===== src/sv/nss_pkg.sv =====
`timescale 1ns / 1ps
package nss_pkg;

   localparam int VALUE_W           = 32;
   localparam int WINDOW_W          = 4;
   localparam int HEAP_CAPACITY_DEF = 16;
   localparam int CSR_DATA_W        = 32;
   localparam int CSR_ADDR_W        = 3;

   // register index, taken from paddr[2]
   localparam logic CSR_WINDOW_K = 1'b0;

   localparam logic [1:0] CMD_HOLD   = 2'd0;
   localparam logic [1:0] CMD_INSERT = 2'd1;
   localparam logic [1:0] CMD_POP    = 2'd2;

   typedef logic signed [VALUE_W-1:0] value_type;

   // what one cell shows its neighbors
   typedef struct packed {
      value_type value;
      logic      valid;
      logic      place;
   } nss_nbr_type;

   // broadcast to every cell
   typedef struct packed {
      logic [1:0] cmd;
      value_type  value;
   } nss_ctl_type;

endpackage


===== src/sv/nss_cell.sv =====
`timescale 1ns / 1ps
module nss_cell (
   input  logic                 clock,
   input  logic                 reset,
   input  nss_pkg::nss_ctl_type ctl,
   input  nss_pkg::nss_nbr_type left,
   input  nss_pkg::nss_nbr_type right,
   output nss_pkg::nss_nbr_type own
);
   import nss_pkg::*;

   value_type value_ff;
   value_type value_in;
   logic      valid_ff;
   logic      valid_in;
   logic      place;

   // new value goes here or further left; chain stays ascending
   assign place = !valid_ff || (ctl.value < value_ff);

   always_comb begin
      value_in = value_ff;
      valid_in = valid_ff;
      unique case (ctl.cmd)
         CMD_INSERT: begin
            if (left.place) begin
               value_in = left.value;
            end else if (place) begin
               value_in = ctl.value;
            end
            valid_in = valid_ff | left.valid;
         end
         CMD_POP: begin
            value_in = right.value;
            valid_in = right.valid;
         end
         default: begin
            value_in = value_ff;
            valid_in = valid_ff;
         end
      endcase
   end

   always_ff @(posedge clock) begin
      if (reset) begin
         valid_ff <= 1'b0;
      end else begin
         valid_ff <= valid_in;
      end
      value_ff <= value_in;
   end

   assign own.value = value_ff;
   assign own.valid = valid_ff;
   assign own.place = place;

endmodule


===== src/sv/nearly_sorted_stream_sorter.sv =====
`timescale 1ns / 1ps
// An item is stored in the cell chain at its accept edge; a result it causes
// goes via the emit state into the output register, and a drain then gives
// one result per cycle while the output is not stalled. In steady state each
// item takes one insert and one pop; an item marked last pops every entry.
// Reset: synchronous, clears cell valid bits, count, state and window_k.
module nearly_sorted_stream_sorter #(
   parameter int HEAP_CAPACITY = nss_pkg::HEAP_CAPACITY_DEF
) (
   input  logic                              clock,
   input  logic                              reset,
   input  logic                              req_valid,
   output logic                              req_stall,
   input  nss_pkg::value_type                req_in_value,
   input  logic                              req_in_last,
   output logic                              rsp_valid,
   input  logic                              rsp_stall,
   output nss_pkg::value_type                rsp_out_value,
   output logic                              rsp_out_last,
   input  logic                              csr_psel,
   input  logic                              csr_penable,
   input  logic                              csr_pwrite,
   input  logic [nss_pkg::CSR_ADDR_W-1:0]    csr_paddr,
   input  logic [nss_pkg::CSR_DATA_W-1:0]    csr_pwdata,
   output logic [nss_pkg::CSR_DATA_W-1:0]    csr_prdata,
   output logic                              csr_pready
);
   import nss_pkg::*;

   localparam int CNT_W = $clog2(HEAP_CAPACITY + 1);
   localparam int SUM_W = (CNT_W > WINDOW_W + 1) ? CNT_W : WINDOW_W + 1;

   localparam logic STATE_IDLE = 1'b0;
   localparam logic STATE_EMIT = 1'b1;

   logic                state_ff, state_in;
   logic [CNT_W-1:0]    count_ff, count_in;
   logic                drain_ff, drain_in;
   logic [WINDOW_W-1:0] window_k_ff, window_k_in;
   logic                rsp_valid_ff, rsp_valid_in;
   value_type           rsp_value_ff, rsp_value_in;
   logic                rsp_last_ff, rsp_last_in;

   logic             accept;
   logic             pop;
   logic             csr_write;
   logic [SUM_W-1:0] k_plus;
   logic [SUM_W-1:0] window;
   logic [CNT_W-1:0] count_inc;
   logic [CNT_W-1:0] count_dec;

   nss_ctl_type ctl;
   nss_nbr_type nbr [HEAP_CAPACITY];
   nss_nbr_type edge_left;
   nss_nbr_type edge_right;

   // configuration port
   assign csr_pready = 1'b1;
   assign csr_write  = csr_psel && csr_penable && csr_pwrite && csr_pready;

   always_comb begin
      window_k_in = window_k_ff;
      if (csr_write && (csr_paddr[2] == CSR_WINDOW_K)) begin
         window_k_in = csr_pwdata[WINDOW_W-1:0];
      end
   end

   always_comb begin
      csr_prdata = '0;
      if (csr_paddr[2] == CSR_WINDOW_K) begin
         csr_prdata = CSR_DATA_W'(window_k_ff);
      end
   end

   // window limited to capacity
   assign k_plus = SUM_W'(window_k_ff) + SUM_W'(1);
   assign window = (k_plus > SUM_W'(HEAP_CAPACITY)) ? SUM_W'(HEAP_CAPACITY) : k_plus;

   assign count_inc = count_ff + CNT_W'(1);
   assign count_dec = count_ff - CNT_W'(1);

   assign req_stall = (state_ff != STATE_IDLE);
   assign accept    = req_valid && !req_stall;
   assign pop       = (state_ff == STATE_EMIT) && (!rsp_valid_ff || !rsp_stall);

   always_comb begin
      ctl.cmd   = CMD_HOLD;
      ctl.value = req_in_value;
      if (accept) begin
         ctl.cmd = CMD_INSERT;
      end else if (pop) begin
         ctl.cmd = CMD_POP;
      end
   end

   always_comb begin
      state_in     = state_ff;
      count_in     = count_ff;
      drain_in     = drain_ff;
      rsp_valid_in = rsp_valid_ff && rsp_stall;
      rsp_value_in = rsp_value_ff;
      rsp_last_in  = rsp_last_ff;
      unique case (state_ff)
         STATE_IDLE: begin
            if (accept) begin
               count_in = count_inc;
               drain_in = req_in_last;
               if (req_in_last || (SUM_W'(count_inc) >= window)) begin
                  state_in = STATE_EMIT;
               end
            end
         end
         STATE_EMIT: begin
            if (pop) begin
               count_in     = count_dec;
               rsp_valid_in = 1'b1;
               rsp_value_in = nbr[0].value;
               rsp_last_in  = drain_ff && (count_dec == '0);
               if (drain_ff ? (count_dec == '0) : (SUM_W'(count_dec) < window)) begin
                  state_in = STATE_IDLE;
               end
            end
         end
         default: begin
            state_in = STATE_IDLE;
         end
      endcase
   end

   always_ff @(posedge clock) begin
      if (reset) begin
         state_ff     <= STATE_IDLE;
         count_ff     <= '0;
         drain_ff     <= 1'b0;
         window_k_ff  <= '0;
         rsp_valid_ff <= 1'b0;
      end else begin
         state_ff     <= state_in;
         count_ff     <= count_in;
         drain_ff     <= drain_in;
         window_k_ff  <= window_k_in;
         rsp_valid_ff <= rsp_valid_in;
      end
      rsp_value_ff <= rsp_value_in;
      rsp_last_ff  <= rsp_last_in;
   end

   assign rsp_valid     = rsp_valid_ff;
   assign rsp_out_value = rsp_value_ff;
   assign rsp_out_last  = rsp_last_ff;

   // cell chain: cell 0 holds the minimum
   assign edge_left.value  = '0;
   assign edge_left.valid  = 1'b1;
   assign edge_left.place  = 1'b0;
   assign edge_right.value = '0;
   assign edge_right.valid = 1'b0;
   assign edge_right.place = 1'b1;

   for (genvar i = 0; i < HEAP_CAPACITY; i++) begin : g_cell
      nss_nbr_type left_nbr;
      nss_nbr_type right_nbr;
      if (i == 0) begin : g_first
         assign left_nbr = edge_left;
      end else begin : g_inner_l
         assign left_nbr = nbr[i-1];
      end
      if (i == HEAP_CAPACITY - 1) begin : g_end
         assign right_nbr = edge_right;
      end else begin : g_inner_r
         assign right_nbr = nbr[i+1];
      end
      nss_cell u_cell (
         .clock (clock),
         .reset (reset),
         .ctl   (ctl),
         .left  (left_nbr),
         .right (right_nbr),
         .own   (nbr[i])
      );
   end

   assert property (@(posedge clock) disable iff (reset)
      count_ff <= CNT_W'(HEAP_CAPACITY))
      else $error("entry count beyond capacity");

   assert property (@(posedge clock) disable iff (reset)
      nbr[0].valid == (count_ff != '0))
      else $error("head cell valid disagrees with count");

   assert property (@(posedge clock) disable iff (reset)
      (state_ff == STATE_EMIT) |-> (count_ff != '0))
      else $error("pop from empty chain");

   assert property (@(posedge clock) disable iff (reset)
      (nbr[0].valid && nbr[1].valid) |-> (nbr[0].value <= nbr[1].value))
      else $error("cell chain out of order");

   assert property (@(posedge clock) disable iff (reset)
      (pop && drain_ff && (count_ff == CNT_W'(1))) |=> (count_ff == '0) && rsp_last_ff)
      else $error("drain end not flagged");

endmodule


===== config.mk =====
export PLATFORM = sky130hd
export DESIGN_NAME = nearly_sorted_stream_sorter
export DESIGN_NICKNAME = d
export VERILOG_FILES = /design/src/sv/nss_pkg.sv /design/src/sv/nss_cell.sv /design/src/sv/nearly_sorted_stream_sorter.sv
export SDC_FILE = /design/constraint.sdc
export NUM_CORES = 2
export LEC_CHECK = 0
export BUFFER_PORTS_ARGS = -buffer_cell sky130_fd_sc_hd__buf_2
export CORE_ASPECT_RATIO = 0.5
export CORE_MARGIN = 2
export CORE_UTILIZATION = 50
export DETAILED_ROUTE_END_ITERATION = 8
export PLACE_DENSITY = 0.75
export SLEW_MARGIN = 20
export SYNTH_ARGS = -nofsm -noshare
export SYNTH_HDL_FRONTEND = slang
export SYNTH_SLANG_ARGS = --single-unit

===== constraint.sdc =====
create_clock -name clock -period 12.6 [get_ports clock]
set_clock_uncertainty 0.2 [all_clocks]
set_input_delay 2.52 -clock clock [delete_from_list [all_inputs] [get_ports clock]]
set_output_delay 2.52 -clock clock [all_outputs]
set_load 0.01 [all_outputs]

[After elaboration in Yosys (flattened, before gate mapping)]
Index checks and enable logic that the tools add are counted.
Word-level totals
  register bits after elaboration: 573
  bits of input ports: 75
  output and inout port bits: 68
  logic and storage cells: 241
Operators by class
  add/subtract/negate cells: 3
  magnitude comparators: 19
  equal/unequal tests: 20
  muxes and demuxes: 78
  bitwise operators: 17
  reductions and logical operators: 65
Operators with widths (number)
  $pmux 32 s2: 16
  $mux 32: 31
  $lt 32x32->1: 16
  $ne 3x1->1 const B: 15
  $reduce_and 2->1: 19
  $pmux 1 s2: 17
  $logic_not 1->1: 19
  $logic_or 1x1->1: 18
  $mux 5: 3
  $or 1x1->1: 15
  $pmux 5 s2: 1
  $logic_and 1x1->1: 7
  $mux 1: 7
  $add 4x1->5 const B: 1
  $add 5x1->5 const B: 1
  $ge 5x5->1: 1
  $gt 5x5->1 const B: 1
  $logic_not 5->1: 1
  $lt 5x5->1: 1
  $sub 5x1->5 const B: 1
  $mux 2: 2
  $mux 4: 1
  $ne 2x1->1 const B: 2
  $eq 2x1->1 const B: 1
  4 further kinds: 5

[Depth between registers and ports, before layout]
  depth after elaboration: 8
  depth in mapped cells: 12

[Modules after synthesis]
A second synthesis with hierarchy kept.
Unflattened totals
  cells, all modules: 4476
  area, all modules: 42907.4 um^2
By module, submodules not included
  nss_cell: instances 16, cells each 269, area an instance 2548.7 um^2, sequential area each 980.9 um^2
  nearly_sorted_stream_sorter: instances 1, cells each 172, area an instance 2128.3 um^2, sequential area each 1231.2 um^2

[Least setup slack after synthesis]
Ideal clock, no wire load.
  kind: input port to flip-flop
  from: input port req_in_value[18]
  to: register g_cell[10].u_cell.value_ff[0], enable pin
  library setup time: 441 ps
  data arrival time: 6261 ps
  data required time: 11959 ps
  path slack: 5698 ps
  stages: 10
  cells stage by stage: ha_1 > a21o_1 > a2111oi_0 > o221ai_1 > a211o_1 > a221o_1 > a21oi_1 > buf_4 > inv_1 > a31oi_1
Between the ends
  cells in the longest elaborated chain, start to end: 4
  elaborated cells between the ends (all ways): 6
RTL lines
  start: declaration: line nearly_sorted_stream_sorter.sv:14  | input nss_pkg::value_type req_in_value,
  $lt 32x32->1: line nss_cell.sv:19  | assign place = !valid_ff || (ctl.value < value_ff);
  $logic_or 1x1->1: line nss_cell.sv:19
  $ne 3x1->1 (no source line) (*)
  $reduce_and 2->1 (no source line) (*)
  end signal: assignment: line nss_cell.sv:50  | value_ff <= value_in;
  end: declaration: line nss_cell.sv:12  | value_type value_ff;
Mark *: on every way between the ends. The rest lies on a longest branch, timed or not.
A chain may end at the register's enable or synchronous reset.

[Worst setup path after layout]
  from: input port req_in_value[18]
  to: register g_cell[10].u_cell.value_ff[23], enable pin
Same word-level chain as after synthesis.

==> impl_metrics.env <==
export IMPL_htreeDepth=2
export IMPL_critical_path_class="in2reg"
export IMPL_clkSlewWorstSetupHoldPaths_ns=0.06
export IMPL_grtUsageTotal=0.265
export IMPL_max_slew_worst_pin_slew_ns=1.15
export IMPL_path_cells="buf_2 > buf_4 > ha_1 > a21o_1 > a2111oi_0 > o221ai_1 > a211o_1 > a221o_1 > a21oi_4 > buf_4 > inv_1 > a31oi_4"
export IMPL_first_pass_iters=7
export IMPL_worst_path_buf_inv=4
export IMPL_gr_total_overflow=0
export IMPL_dp_hpwl_um=81600
export IMPL_grt_antenna_before_repair=1
export IMPL_postCtsSetupRepairBufs=0
export IMPL_min_period_over_period=0.536
export IMPL_tns_ns=0
export IMPL_slew_viol_final=0
export IMPL_syn_inst=4259
export IMPL_yosysUniqueCellTypes=61
export IMPL_reg2reg_depth=11
export IMPL_leakage_nw=18.7
export IMPL_seq_area_um2=16900
export IMPL_hold_depth=0
export IMPL_cts_made_buffers=57
export IMPL_drtIter0Drc=4739
export IMPL_cts_sinks=573
export IMPL_crit_slowest_cell="a31oi_4"
export IMPL_start_util=0.505
export IMPL_cpMostUsedCell="buf_4"
export IMPL_hold_end="rsp_out_value[6]"
export IMPL_multi_input_area_um2=20300
export IMPL_critPathCaptureType="flip-flop"
export IMPL_syn_to_final_growth_pct=8.08
export IMPL_num_fill_cells=6784
export IMPL_place_ws_ns=5.17
export IMPL_routed_via_density=6.35
export IMPL_hold_start="g_cell[0].u_cell.value_ff[6]"
export IMPL_final_util=0.545
export IMPL_rsz0062_at_grt="false"
export IMPL_start_kind="input port"
export IMPL_wl_per_cell_um=21.3
export IMPL_synthFlopType="edfxtp_1"
export IMPL_dpl_cell_count=5183
export IMPL_crit_path_max_incr_delay_ns=0.87
export IMPL_peakVddDrop_mv=0.210
export IMPL_clock_path_buffers=3
export IMPL_synth_edf_count=545
export IMPL_die_y_um=204
export IMPL_status="finished clean"
export IMPL_ys_seq_area_frac=0.422
export IMPL_hold_violations=0
export IMPL_die_w_um=405
export IMPL_ys_warn_count=0
export IMPL_r2r_start="g_cell[9].u_cell.value_ff[18]"
export IMPL_rows=73
export IMPL_drc=0
export IMPL_layout_nets=4779
export IMPL_cts_resized_gates=0
export IMPL_crit_required_ns=12.64
export IMPL_pwr_density_cell_nw_per_um2=286
export IMPL_port_buffers=83
export IMPL_vias=33600
export IMPL_cts_root_buf="clkbuf_16"
export IMPL_syn_cell_area_um2=40100
export IMPL_clk_latency_ns=0.64
export IMPL_coreArea_um2=79500
export IMPL_grt_pass1_vias=31600
export IMPL_holdBufCountCts=0
export IMPL_worst_slack_ns=5.85
export IMPL_cp_max_fo=66
export IMPL_reg2reg_slack_ns=7.80
export IMPL_die_area_um2=82600
export IMPL_cap_violations=0
export IMPL_synth_avg_cell_area_um2=9.42
export IMPL_min_period_ns=6.75
export IMPL_setup_viol=0
export IMPL_max_slew_margin_rel=0.236
export IMPL_power_mw=12.4
export IMPL_crit_family="compound AO/OA/AOI/OAI gates"
export IMPL_grt_pass1_wl_um=176000
export IMPL_async_reset_ff_frac=0
export IMPL_synth_seq_cells=573
export IMPL_fmax_ghz=0.148
export IMPL_routed_wl_um=113000
export IMPL_cp_data_arrival_time_ns=6.79
export IMPL_gp_congestion=0.933
export IMPL_r2r_end="g_cell[10].u_cell.value_ff[23]"
export IMPL_ant_nets=0
export IMPL_pin_count=143
export IMPL_fin_cells=5292
export IMPL_cts_tree="done"
export IMPL_grt_max_degree=220
export IMPL_hold_class="reg2reg"
export IMPL_drive_above_1_share=0.0597
==> metrics by stage <==
| step | hold slack, ns | area (µm²) |
|---|---|---|
| 6_report | 0.288 | 43300 |
| 5_1_grt | 0.304 | 43300 |
| 4_1_cts | 0.291 | 43300 |
| 3_5_place_dp | 0.274 | 41400 |
| 3_3_place_gp | 0.281 | 41400 |
| 2_1_floorplan | 0.250 | 40200 |
==> cells in the mapped netlist (26+ instances only) <==
cell type | n | area share
a211oi_1 | 107 | 0.020
a21o_1 | 31 | 0.0058
a21oi_1 | 488 | 0.061
a221o_1 | 41 | 0.010
a22oi_1 | 217 | 0.041
buf_1 | 39 | 0.0037
buf_2 | 33 | 0.0041
buf_4 | 34 | 0.0064
clkbuf_1 | 179 | 0.017
dfxtp_1 | 28 | 0.014
edfxtp_1 | 545 | 0.41
ha_1 | 509 | 0.16
inv_1 | 519 | 0.049
mux2i_1 | 71 | 0.018
nand2_1 | 468 | 0.044
nand3_1 | 134 | 0.017
nand4_1 | 55 | 0.0086
nor2_1 | 205 | 0.019
nor3_1 | 91 | 0.011
o21a_1 | 26 | 0.0049
o21ai_0 | 101 | 0.013
o221ai_1 | 126 | 0.028
==> per-layer routing <==
layer | GRT usage | share of wire
met4 | 0.0773 | 0.027
met3 | 0.0412 | 0.10
met1 | 0.400 | 0.45
met2 | 0.390 | 0.42
met5 | 0 | 0
==> cell usage in the layout (no fill, tap or decap), types with 12 or more instances in the layout <==
cell | synthesis | final
edfxtp_1 | 545 | 545
inv_1 | 519 | 518
ha_1 | 509 | 509
a21oi_1 | 488 | 481
nand2_1 | 468 | 463
a22oi_1 | 217 | 217
nor2_1 | 205 | 204
nand3_1 | 134 | 134
o221ai_1 | 126 | 126
a211oi_1 | 107 | 107
o21ai_0 | 101 | 101
nor3_1 | 91 | 91
buf_2 | 33 | 83
mux2i_1 | 71 | 71
clkbuf_16 | 0 | 60
nand4_1 | 55 | 55
buf_4 | 34 | 52
a221o_1 | 41 | 41
a21o_1 | 31 | 31
conb_1 | 2 | 29
dfxtp_1 | 28 | 28
o21a_1 | 26 | 26
nand2b_1 | 22 | 22
a2111oi_0 | 16 | 16
and3_1 | 15 | 15
clkbuf_1 | 179 | 15
nor4_1 | 13 | 13
and4_1 | 12 | 12
clkinv_1 | 0 | 12
==> worst reg2reg max path: stages (launching register included) <==
cell       delay (ns)
edfxtp_1         0.43
inv_1            0.08
ha_1             0.23
a21o_1           0.20
a2111oi_0        0.61
o221ai_1         0.23
a211o_1          0.36
a221o_1          0.37
a21oi_4          0.13
buf_4            0.52
inv_1            0.17
a31oi_4          0.87
==> registers in the layout, summed over array words and instances, names as in the netlist <==
register,count
window_k_ff,4
drain_ff,1
g_cell.u_cell.value_ff,512
g_cell.u_cell.valid_ff,16
count_ff,5
rsp_valid,1
rsp_out_last,1
req_stall,1
rsp_out_value,32
==> layout make-up <==
cell class                 instances  share of cell area
antenna                            1           0.0000577
tap                             1050              0.0303
timing repair buffer             142              0.0225
inverter                         519              0.0451
sequential                       573               0.390
clock inverter                    22             0.00459
multi-input combinational       2902               0.468
clock buffer                      83              0.0385
==> power breakdown <==
part / internal, mW / total [mW] / switching, mW
combinational: 2.25 / 6.24 / 3.99
clock: 0.993 / 1.76 / 0.769
sequential: 3.74 / 4.38 / 0.640
==> how the worst max path moves through the flow <==
stage                     start                        endpoint  slack (ns)  cells past startpoint
4_1_cts        req_in_value[18]  g_cell[10].u_cell.value_ff[22]        5.85                     12
3_3_place_gp   req_in_value[18]  g_cell[10].u_cell.value_ff[10]        5.29                     12
2_1_floorplan  req_in_value[18]   g_cell[10].u_cell.value_ff[0]        5.70                     10
5_1_grt        req_in_value[18]  g_cell[10].u_cell.value_ff[29]        5.60                     12
3_5_place_dp   req_in_value[18]   g_cell[10].u_cell.value_ff[9]        5.17                     12
6_report       req_in_value[18]  g_cell[10].u_cell.value_ff[23]        5.85                     12
==> cells by family (layout without fill, tap and decap cells) <==
kind of cell | count (synthesis) | after routing | synth area share
other | 2 | 30 | 0.000187
DFF | 573 | 573 | 0.422
xor gates and xnor gates | 10 | 10 | 0.00218
and+or+nand+nor | 1054 | 1054 | 0.117
AOI/OAI and AO/OA | 1228 | 1228 | 0.201
buffers and inverters | 811 | 766 | 0.0814
muxes | 72 | 72 | 0.0180
adders and majority gates | 509 | 509 | 0.159
No activity file was read; power rests on OpenSTA's default activity.
